--- src/sv/gest_pkg.sv ---
`default_nettype none
// ----------------------------------------------------------------------------
// gest_pkg
// Shared types and constants of the gamepad event state tracker.
// ----------------------------------------------------------------------------
package gest_pkg;

    // Action codes of an input word.
    localparam logic [1:0] ACT_FRAME = 2'd0;
    localparam logic [1:0] ACT_EVENT = 2'd1;
    localparam logic [1:0] ACT_QUERY = 2'd2;

    // Event types, init flag already stripped.
    localparam logic [6:0] EV_BUTTON = 7'd1;
    localparam logic [6:0] EV_AXIS   = 7'd2;

    // Dpad flag bit positions.
    localparam int DP_UP    = 0;
    localparam int DP_DOWN  = 1;
    localparam int DP_LEFT  = 2;
    localparam int DP_RIGHT = 3;

    // Axes that drive the dpad, and the left stick axes it overrides.
    localparam logic [2:0] AXIS_DPAD_X = 3'd6;
    localparam logic [2:0] AXIS_DPAD_Y = 3'd7;
    localparam logic [2:0] AXIS_LEFT_X = 3'd0;
    localparam logic [2:0] AXIS_LEFT_Y = 3'd1;

    localparam logic signed [15:0] DPAD_THRESH = 16'sd10000;
    localparam logic signed [15:0] AXIS_FULL   = 16'sd32767;

    // Configuration registers.
    localparam logic       REG_DEADBAND   = 1'b0;
    localparam logic [15:0] DEADBAND_RESET = 16'd800;

    typedef struct packed {
        logic [1:0]         action;
        logic [7:0]         event_type;
        logic [7:0]         event_number;
        logic signed [15:0] event_value;
        logic [2:0]         axis_select;
    } t_in_word;

    typedef struct packed {
        logic [15:0]        buttons_held;
        logic [15:0]        buttons_pressed;
        logic [15:0]        buttons_released;
        logic [3:0]         dpad_held;
        logic [3:0]         dpad_pressed;
        logic [3:0]         dpad_released;
        logic signed [15:0] axis_value;
        logic signed [15:0] axis_deadbanded;
    } t_out_word;

    // Post-update state view handed from the state core to the result logic.
    typedef struct packed {
        logic [15:0]        btn_now;
        logic [15:0]        btn_prev;
        logic [3:0]         dpad_now;
        logic [3:0]         dpad_prev;
        logic [2:0]         axis_sel;
        logic signed [15:0] axis_raw;
    } t_snap;

endpackage
`default_nettype wire

--- src/sv/gest_cfg.sv ---
`default_nettype none
// ----------------------------------------------------------------------------
// gest_cfg
// APB-style register port holding the deadband setting.
// ----------------------------------------------------------------------------
module gest_cfg (
    input  wire logic        i_clk,
    input  wire logic        i_rst_n,
    input  wire logic        psel,
    input  wire logic        penable,
    input  wire logic        pwrite,
    input  wire logic [2:0]  paddr,
    input  wire logic [31:0] pwdata,
    output logic [31:0]      prdata,
    output logic             pready,
    output logic [15:0]      o_deadband
);
    import gest_pkg::*;

    logic [15:0] r_deadband;
    logic        w_wr;

    assign pready = 1'b1;
    assign w_wr   = psel & penable & pwrite & pready;

    always_ff @(posedge i_clk) begin
        if (!i_rst_n) begin
            r_deadband <= DEADBAND_RESET;
        end else if (w_wr && paddr[2] == REG_DEADBAND) begin
            r_deadband <= pwdata[15:0];
        end
    end

    // Low two address bits are the byte lane and are ignored.
    always_comb begin
        if (paddr[2] == REG_DEADBAND) begin
            prdata = {16'd0, r_deadband};
        end else begin
            prdata = 32'd0;
        end
    end

    assign o_deadband = r_deadband;

endmodule
`default_nettype wire

--- src/sv/gest_core.sv ---
`default_nettype none
// ----------------------------------------------------------------------------
// gest_core
// Button, dpad and axis state; applies one word per cycle while i_accept is
// high and exposes the post-update state.
// ----------------------------------------------------------------------------
module gest_core #(
    parameter int NUM_BUTTONS = 16,
    parameter int NUM_AXES    = 8
) (
    input  wire logic              i_clk,
    input  wire logic              i_rst_n,
    input  wire logic              i_accept,
    input  wire gest_pkg::t_in_word i_word,
    output gest_pkg::t_snap        o_snap
);
    import gest_pkg::*;

    localparam int BPW = (NUM_BUTTONS > 16) ? NUM_BUTTONS : 16;

    logic [NUM_BUTTONS-1:0] r_btn_now,  n_btn_now;
    logic [NUM_BUTTONS-1:0] r_btn_prev, n_btn_prev;
    logic [3:0]             r_dpad_now, n_dpad_now;
    logic [3:0]             r_dpad_prev, n_dpad_prev;
    logic signed [15:0]     r_axis [NUM_AXES];
    logic signed [15:0]     n_axis [NUM_AXES];

    logic [6:0]             w_type;
    logic                   w_btn_ev;
    logic                   w_axis_ev;
    logic [BPW-1:0]         w_now_pad;
    logic [BPW-1:0]         w_prev_pad;
    logic signed [15:0]     w_axis_raw;

    assign w_type    = i_word.event_type[6:0];
    assign w_btn_ev  = (i_word.action == ACT_EVENT) && (w_type == EV_BUTTON);
    assign w_axis_ev = (i_word.action == ACT_EVENT) && (w_type == EV_AXIS);

    always_comb begin
        n_btn_now   = r_btn_now;
        n_btn_prev  = r_btn_prev;
        n_dpad_now  = r_dpad_now;
        n_dpad_prev = r_dpad_prev;
        for (int a = 0; a < NUM_AXES; a++) begin
            n_axis[a] = r_axis[a];
        end

        if (i_word.action == ACT_FRAME) begin
            n_btn_prev  = r_btn_now;
            n_dpad_prev = r_dpad_now;
        end

        // Out-of-range numbers match no slot and change nothing.
        for (int b = 0; b < NUM_BUTTONS; b++) begin
            if (w_btn_ev && i_word.event_number == 8'(b)) begin
                n_btn_now[b] = (i_word.event_value != 16'sd0);
            end
        end
        for (int a = 0; a < NUM_AXES; a++) begin
            if (w_axis_ev && i_word.event_number == 8'(a)) begin
                n_axis[a] = i_word.event_value;
            end
        end

        if (w_axis_ev && i_word.event_number == 8'(AXIS_DPAD_X)) begin
            n_dpad_now[DP_LEFT]  = (i_word.event_value < -DPAD_THRESH);
            n_dpad_now[DP_RIGHT] = (i_word.event_value >  DPAD_THRESH);
        end else if (w_axis_ev && i_word.event_number == 8'(AXIS_DPAD_Y)) begin
            n_dpad_now[DP_UP]    = (i_word.event_value < -DPAD_THRESH);
            n_dpad_now[DP_DOWN]  = (i_word.event_value >  DPAD_THRESH);
        end
    end

    always_ff @(posedge i_clk) begin
        if (!i_rst_n) begin
            r_btn_now   <= '0;
            r_btn_prev  <= '0;
            r_dpad_now  <= '0;
            r_dpad_prev <= '0;
            for (int a = 0; a < NUM_AXES; a++) begin
                r_axis[a] <= '0;
            end
        end else if (i_accept) begin
            r_btn_now   <= n_btn_now;
            r_btn_prev  <= n_btn_prev;
            r_dpad_now  <= n_dpad_now;
            r_dpad_prev <= n_dpad_prev;
            for (int a = 0; a < NUM_AXES; a++) begin
                r_axis[a] <= n_axis[a];
            end
        end
    end

    // axis_select reaches only the low eight axes.
    always_comb begin
        w_axis_raw = '0;
        for (int a = 0; a < 8; a++) begin
            if (i_word.axis_select == 3'(a)) begin
                w_axis_raw = n_axis[a];
            end
        end
    end

    assign w_now_pad  = BPW'(n_btn_now);
    assign w_prev_pad = BPW'(n_btn_prev);

    assign o_snap.btn_now   = w_now_pad[15:0];
    assign o_snap.btn_prev  = w_prev_pad[15:0];
    assign o_snap.dpad_now  = n_dpad_now;
    assign o_snap.dpad_prev = n_dpad_prev;
    assign o_snap.axis_sel  = i_word.axis_select;
    assign o_snap.axis_raw  = w_axis_raw;

endmodule
`default_nettype wire

--- src/sv/gest_result.sv ---
`default_nettype none
// ----------------------------------------------------------------------------
// gest_result
// Forms edge masks, the dpad override and the deadbanded axis value.
// ----------------------------------------------------------------------------
module gest_result (
    input  wire gest_pkg::t_snap i_snap,
    input  wire logic [15:0]     i_deadband,
    output gest_pkg::t_out_word  o_word
);
    import gest_pkg::*;

    logic signed [15:0] w_av;
    logic signed [17:0] w_av_x;
    logic signed [17:0] w_db_x;
    logic               w_inside;

    always_comb begin
        w_av = i_snap.axis_raw;
        unique case (i_snap.axis_sel)
            AXIS_LEFT_X, AXIS_DPAD_X: begin
                if (i_snap.dpad_now[DP_RIGHT]) begin
                    w_av = AXIS_FULL;
                end else if (i_snap.dpad_now[DP_LEFT]) begin
                    w_av = -AXIS_FULL;
                end
            end
            AXIS_LEFT_Y, AXIS_DPAD_Y: begin
                if (i_snap.dpad_now[DP_UP]) begin
                    w_av = -AXIS_FULL;
                end else if (i_snap.dpad_now[DP_DOWN]) begin
                    w_av = AXIS_FULL;
                end
            end
            default: begin
                w_av = i_snap.axis_raw;
            end
        endcase
    end

    // 18-bit compare so the full unsigned deadband range works.
    assign w_av_x   = 18'(w_av);
    assign w_db_x   = $signed({2'b00, i_deadband});
    assign w_inside = (w_av_x > -w_db_x) && (w_av_x < w_db_x);

    assign o_word.buttons_held     = i_snap.btn_now;
    assign o_word.buttons_pressed  = i_snap.btn_now & ~i_snap.btn_prev;
    assign o_word.buttons_released = i_snap.btn_prev & ~i_snap.btn_now;
    assign o_word.dpad_held        = i_snap.dpad_now;
    assign o_word.dpad_pressed     = i_snap.dpad_now & ~i_snap.dpad_prev;
    assign o_word.dpad_released    = i_snap.dpad_prev & ~i_snap.dpad_now;
    assign o_word.axis_value       = w_av;
    assign o_word.axis_deadbanded  = w_inside ? 16'sd0 : w_av;

endmodule
`default_nettype wire

--- src/sv/gamepad_event_state_tracker.sv ---
`default_nettype none
// ----------------------------------------------------------------------------
// gamepad_event_state_tracker
// Gamepad state from a joystick event stream, with edge masks and deadband.
// ----------------------------------------------------------------------------
// Each input word is a frame-start snapshot, a joystick event or a query,
// and each produces exactly one output word, held in the output register once it is
// accepted. A new word can be taken every cycle: the state registers update
// at the accepting edge and the result, computed from the updated state,
// lands in the output register at that same edge. Input stall is raised
// only while the output register holds a word and the sink stalls it, so
// sustained throughput is one word per cycle whenever the sink keeps up.
// The deadband register (byte address 0) resets to 800 and should be
// written only while no word is in flight.
// ----------------------------------------------------------------------------
module gamepad_event_state_tracker #(
    parameter int NUM_BUTTONS = 16,   // 1..32; only the low 16 reach the masks
    parameter int NUM_AXES    = 8     // 8..16
) (
    input  wire logic               i_clk,
    input  wire logic               i_rst_n,
    // input channel
    input  wire logic               i_in_valid,
    output logic                    o_in_stall,
    input  wire gest_pkg::t_in_word i_in_word,
    // output channel
    output logic                    o_out_valid,
    input  wire logic               i_out_stall,
    output gest_pkg::t_out_word     o_out_word,
    // configuration port
    input  wire logic               psel,
    input  wire logic               penable,
    input  wire logic               pwrite,
    input  wire logic [2:0]         paddr,
    input  wire logic [31:0]        pwdata,
    output logic [31:0]             prdata,
    output logic                    pready
);
    import gest_pkg::*;

    logic        w_accept;
    logic [15:0] w_deadband;
    t_snap       w_snap;
    t_out_word   w_result;

    logic        r_out_valid;
    t_out_word   r_out_word;

    // The output register can always take a word unless it is full and held.
    assign o_in_stall = r_out_valid & i_out_stall;
    assign w_accept   = i_in_valid & ~o_in_stall;

    gest_cfg u_cfg (
        .i_clk      (i_clk),
        .i_rst_n    (i_rst_n),
        .psel       (psel),
        .penable    (penable),
        .pwrite     (pwrite),
        .paddr      (paddr),
        .pwdata     (pwdata),
        .prdata     (prdata),
        .pready     (pready),
        .o_deadband (w_deadband)
    );

    gest_core #(
        .NUM_BUTTONS (NUM_BUTTONS),
        .NUM_AXES    (NUM_AXES)
    ) u_core (
        .i_clk    (i_clk),
        .i_rst_n  (i_rst_n),
        .i_accept (w_accept),
        .i_word   (i_in_word),
        .o_snap   (w_snap)
    );

    gest_result u_result (
        .i_snap     (w_snap),
        .i_deadband (w_deadband),
        .o_word     (w_result)
    );

    // Output register: loads on accept, empties when the sink takes it.
    always_ff @(posedge i_clk) begin
        if (!i_rst_n) begin
            r_out_valid <= 1'b0;
        end else if (w_accept) begin
            r_out_valid <= 1'b1;
        end else if (!i_out_stall) begin
            r_out_valid <= 1'b0;
        end
    end

    always_ff @(posedge i_clk) begin
        if (w_accept) begin
            r_out_word <= w_result;
        end
    end

    assign o_out_valid = r_out_valid;
    assign o_out_word  = r_out_word;

endmodule
`default_nettype wire

--- config.mk ---
export PLATFORM = sky130hd
export DESIGN_NAME = gamepad_event_state_tracker
export DESIGN_NICKNAME = d
export VERILOG_FILES = /design/src/sv/gest_pkg.sv /design/src/sv/gest_cfg.sv /design/src/sv/gest_core.sv /design/src/sv/gest_result.sv /design/src/sv/gamepad_event_state_tracker.sv
export SDC_FILE = /design/constraint.sdc
export NUM_CORES = 1
export LEC_CHECK = 0
export CAP_MARGIN = 20
export CORE_MARGIN = 3
export CORE_UTILIZATION = 30
export DETAILED_ROUTE_END_ITERATION = 8
export DONT_BUFFER_PORTS = 1
export PLACE_DENSITY = 0.55
export SETUP_SLACK_MARGIN = 0.5
export SYNTH_ARGS = -nofsm -noshare
export SYNTH_HDL_FRONTEND = slang
export SYNTH_SLANG_ARGS = --single-unit
--- constraint.sdc ---
create_clock -name i_clk -period 5.26 [get_ports i_clk]
set_input_delay 0.526 -clock i_clk [delete_from_list [all_inputs] [get_ports i_clk]]
set_output_delay 0.526 -clock i_clk [all_outputs]
set_load 0.01 [all_outputs]
Word level (Yosys, flattened, before mapping):

Memories as Yosys holds them, arrays and structs flattened.
Cells that the tools add are included.

* flip-flop bits (word level): 149
* bits in writable memories: 128
* output and inout bits: 127
* memories: 1

* add/sub/neg operators: 1
* magnitude comparators: 4
* eq/ne operators: 26
* multiplexer cells: 57
* bitwise logic cells: 22
* reductions and logical operators: 34

Memories
* u_core.r_axis: words 8, width 16, read ports 8, clocked after memory_dff 0, wr ports 8, line gest_core.sv:25 `logic signed [15:0] r_axis [NUM_AXES];`

Operator list (count)
* $mux 16: 30
* $eq 8x4->1 const B: 8
* $and 16x16->16: 2
* $eq 8x3->1 const B: 4
* $not 16->16: 2
* $pmux 16 s2: 1
* $logic_and 1x1->1: 28
* $mux 1: 22
* $gt 16x18->1: 1
* $neg 16->18: 1
* $lt 16x17->1: 1
* $eq 8x2->1 const B: 2
* $gt 16x15->1 const B: 1
* $lt 16x15->1 const B: 1
* $reduce_bool 16->1: 1
* $eq 3x3->1 const B: 4
* $and 4x4->4: 2
* $eq 8x1->1 const B: 1
* $logic_not 8->1: 1
* $not 4->4: 2
* $or 1x1->1: 8
* $eq 7x1->1 const B: 1
* $eq 7x2->1 const B: 1
* $eq 3x2->1 const B: 2
* other kinds (10): 17

Longest topological paths before layout:

* depth after elaboration: 17
* mapped depth: 20
* mapped depth without buffers: 18

Modules after synthesis:

Synthesis repeated with hierarchy kept, for this count alone.

* cells, all modules: 1502
* area total of the unflattened synthesis: 15302.2 sq um

By module, submodules not included
* gest_core: instances 1, cells each 1041, area an instance 9786.9 sq um
* gamepad_event_state_tracker: instances 1, cells each 96, area an instance 2805.2 sq um
* gest_result: instances 1, cells each 259, area an instance 1788.0 sq um
* gest_cfg: instances 1, cells each 106, area an instance 922.1 sq um

Least setup slack after synthesis:

OpenSTA, ideal clock, no wires.

* path kind: input -> register
* start: in i_in_word[24] in the netlist's numbering
* end: reg r_out_word, in the netlist o_out_word[10], data pin
* arrival: 4744 ps
* required time: 5093 ps
* slack: 349 ps
* stages: 19
* buffers on the path: 2
* cells stage by stage: nor4_1 -> nand3b_1 -> nor2_2 -> buf_2 -> mux2_2 -> o21a_1 -> a2111o_1 -> a21oi_1 -> a21oi_1 -> ha_1 -> nand4_1 -> or4_1 -> mux2i_1 -> a221o_1 -> nor2_1 -> a22oi_1 -> o21ai_2 -> buf_6 -> a211oi_1

RTL lines
* start, declared: line gamepad_event_state_tracker.sv:25 `input wire gest_pkg::t_in_word i_in_word,`
* end signal, assigned: line gamepad_event_state_tracker.sv:96 `r_out_word <= w_result;`
* end, declared: line gamepad_event_state_tracker.sv:47 `t_out_word r_out_word;`

==> results.md <==
* Yosys warnings at 0
* I/O pins at approximately 210
* Cts bufs inserted at 31
* Worst hold stages at 1
* Crit share post-route at ~88%
* Post-synth EDFFs at 220
* RR Startpoint: u_cfg.o_deadband[3]$_SDFFE_PN0P_
* Gr usage total at between 10% and 20%
* Max stage delay on crit path at a little under 500 ps
* Power density cells at between 300 and 400 mW/mm^2
* Initial antenna violation count at 1
* Clock transition at path regs at around 60 ps
* #FFs+latches synth at between 200 and 300
* Status: finished, final reports clean
* Post-DP HPWL at slightly below 30,000 microns
* Setup WS pre-CTS at -63.5 ps
* Max-capacitance violation count at 0
* H-tree depth at 1
* Peak supply drop at about 0.24 mV
* Total Wirelength at around 44,000 microns
* Global-route wire length before repair at between 60,000 and 70,000 microns
* Setup Viol. Count Final at 0
* PortBufs at 0
* FFs w/ async S/R, synth at 0%
* Static Leak at 6.73 nW
* Hold_sp: i_rst_n
* Grt total ovfl at 0
* Share of layout cells above drive strength 1 at between 20% and 30%
* CP cell instances: nor4_4 > buf_4 > buf_4 > nand3b_1 > nor2_4 > buf_12 > clkbuf_16 > mux2_2 > o21a_1 > a2111o_1 > a21oi_2 > a21oi_2 > ha_1 > nand4_1 > or4_1 > mux2i_1 > a221o_1 > nor2_2 > buf_4 > nand3b_1 > o21ai_2 > buf_12 > buf_12 > a211oi_4
* Sink Count at 277
* Vias per cell at 5.15
* Relative slew slack at between 30% and 40%
* Pin count of the biggest net entering global routing at 97
* RR Endpoint: o_out_word[8]$_SDFFCE_PP0P_
* Setup slack, reg-to-reg at ~860 ps
* Cts hold-fix bufs at 0
* Rows at 80
* Worst skew pair latency at about 580 ps
* Syn Area/Cell at 10.8 sq um
* Max Slew Vio Count at 0
* R2r worst-path depth at 19
* WL/cell at 20.6 microns
* Skew final at 27.3 ps
* Die Width at roughly 230 microns
* Vias in the first global route at 10,500
* Critical path fanouts, max at 11
* Count of different cell masters after synthesis at 84
* WHS Endpoint: u_cfg.o_deadband[9]$_SDFFE_PN1P_
* Fmax at between 200 and 250 MHz
* Area occupied by multi-input gates at about 0.0065 sq mm
* DRC marker count from the first detailed-route iteration at between 1,000 and 1,500
* Setup Total Neg Slack at 0 ps
* Crit path launch type: primary input
* Initial Util at between 30 and 40%
* CORE AREA at roughly 0.048 sq mm
* Worst Tran Pin Value at 958 ps
* Post-synthesis sequential area ratio at 53.2%
* Root Buffer: clkbuf_16
* Worst hold path class: primary input to flop
* Final nets at 1,582
* CP arrival at 5050 ps
* Final ANT Viol Nets at 0
* DR vias at roughly 11,000
* Unrepaired setup endpoints after global routing: true
* RD Place Congestion at around 0.83
* DRC Markers at 0
* Post-Syn Area at ~0.015 sq mm
* Initial DRT Pass Iterations at 6
* Setup ws final at 621 ps
* Tmin final at approximately 4600 ps
* CP Capture Type: flop
* Die ar. at around 0.051 sq mm
* Die height at around 230 microns
* Slowest CP cell: or4_1
* Fillers at approximately 4,700
* Primary FF master, synth: edfxtp_1
* Worst path required time at ~5700 ps
* Cells after Synth at about 1,300
* Worst-case clock buffer depth at 3
* TritonCTS clock tree: done
* Type of the worst setup path: primary input to flop
* Sequential cell area at 0.00775 sq mm
* Layout area overhead at 21.8%
* Hold Vio Cnt, Final at 0
-- logic make-up (layout without fill, tap and decap cells) --
family / after synthesis / in the layout / share of synthesized area (%)
other cells: 2 / 18 / 0.0516
simple gates: 466 / 466 / 15.0
flops: 277 / 277 / 53.2
fa+ha+maj: 33 / 33 / 2.83
buf+inv: 136 / 267 / 4.40
compound gates: 256 / 256 / 12.0
xor+xnor: 13 / 13 / 0.782
mux: 166 / 166 / 11.7
-- Yosys cell counts (all sizes together) (2+ instances only) --
| cell type | number | area share [%] |
|---|---|---|
| edfxtp | 220 | 45 |
| nor2 | 198 | 5.5 |
| nand2 | 138 | 3.6 |
| mux2i | 136 | 9.3 |
| a21oi | 97 | 3.4 |
| clkbuf | 65 | 1.7 |
| dfxtp | 57 | 7.8 |
| buf | 40 | 1.9 |
| ha | 33 | 2.8 |
| inv | 30 | 0.77 |
| mux2 | 29 | 2.2 |
| and2 | 26 | 1.1 |
| a211oi | 25 | 1.3 |
| a21o | 22 | 1.1 |
| o21ai | 21 | 0.75 |
| nand3 | 20 | 0.69 |
| nor2b | 17 | 0.73 |
| o21a | 14 | 0.72 |
| o22ai | 13 | 0.56 |
| a2111o | 12 | 0.93 |
| a222oi | 12 | 0.82 |
| nand4 | 12 | 0.56 |
| nor4 | 12 | 0.62 |
| nor3 | 11 | 0.49 |
| xnor2 | 11 | 0.66 |
| and3 | 10 | 0.43 |
| a31oi | 6 | 0.26 |
| or4 | 5 | 0.28 |
| nand2b | 4 | 0.17 |
| o211ai | 4 | 0.21 |
| o31ai | 4 | 0.30 |
| a2111oi | 3 | 0.18 |
| a22oi | 3 | 0.15 |
| nand3b | 3 | 0.15 |
| nor3b | 3 | 0.27 |
| a22o | 2 | 0.12 |
| a2bb2oi | 2 | 0.16 |
| conb | 2 | 0.052 |
| o221ai | 2 | 0.16 |
| or3 | 2 | 0.086 |
| xor2 | 2 | 0.12 |
-- worst max-delay path by stage --
stage | start | end | depth (start not counted)
after floorplan | i_in_word[25] | o_out_word[11]$_SDFFCE_PP0P_ | 20
after global placement | i_in_word[24] | o_out_word[7]$_SDFFCE_PP0P_ | 22
after detailed placement | i_in_word[24] | o_out_word[8]$_SDFFCE_PP0P_ | 23
after CTS | i_in_word[25] | o_out_word[6]$_SDFFCE_PP0P_ | 20
after global routing | i_in_word[25] | o_out_word[8]$_SDFFCE_PP0P_ | 24
final | i_in_word[25] | o_out_word[8]$_SDFFCE_PP0P_ | 24
-- worst max-delay path, delay by kind of cell --
| kind | cells | cell delay [ps] |
|---|---|---|
| buffers and inverters | 7 | 970 |
| adders and majority gates | 1 | 320 |
| and+or+nand+nor | 7 | 1390 |
| muxes | 2 | 480 |
| AOI/OAI and AO/OA | 7 | 1350 |
-- metrics by stage --
step	utilization [%]	cells	total power [mW]	hold slack (ps)	instance area, sq um
3_3_place_gp	34.4	2042	3.41	441	16500
6_report	37.1	2111	5.59	38.9	17700
2_1_floorplan	-	1364	3.10	436	14700
4_1_cts	36.6	2100	5.61	11.4	17500
5_1_grt	37.1	2110	5.81	15.3	17700
3_5_place_dp	34.4	2042	3.42	446	16500
-- cells in the final DEF (no fill, tap or decap), types with 22 or more instances in the layout --
cell       instances
clkbuf_16         32
dfxtp_1           57
a21oi_1           85
ha_1              33
nor2_1           189
edfxtp_1         220
inv_1             28
and2_1            26
nand2_1          133
buf_4            158
a21o_1            22
mux2_2            28
mux2i_1          121
-- flip-flops by register name, summed over array words and instances (netlist names) --
signal,count
u_cfg.o_deadband,16
u_core.r_dpad_now,4
o_out_word,92
u_core.r_axis,128
u_core.r_dpad_prev,4
u_core.r_btn_now,16
o_out_valid,1
u_core.r_btn_prev,16
-- repair_timing --
item,CTS,global route
buffers inserted,0,8
gates resized for setup,1,26
cloned,0,1
pin swaps,0,10
setup endpoints to repair,2,15
hold endpoints to repair,0,0
-- cell type report --
cell class	instances	share of cell area, %
clock inverter	19	1.15
antenna	1	0.0141
tap	615	4.34
sequential	277	43.7
multi-input combinational	951	36.6
inverter	31	0.670
timing repair buffer	178	8.97
clock buffer	39	4.54
-- report_power, final --
group	switching, mW	total [mW]	internal [mW]
sequential	0.0829	2.61	2.53
combinational	0.441	0.803	0.362
clock	0.898	2.18	1.28
-- routing by layer --
| layer | share of wire (%) | vias up | GRT usage (%) |
|---|---|---|---|
| met5 | 0 | - | 0 |
| met3 | 8.0 | 56 | 4.88 |
| met2 | 45 | 352 | 25.4 |
| met4 | 1.7 | 0 | 3.50 |
| met1 | 45 | 5311 | 22.7 |
| li1 | - | 5155 | - |
No activity file was read; power rests on OpenSTA's default activity.
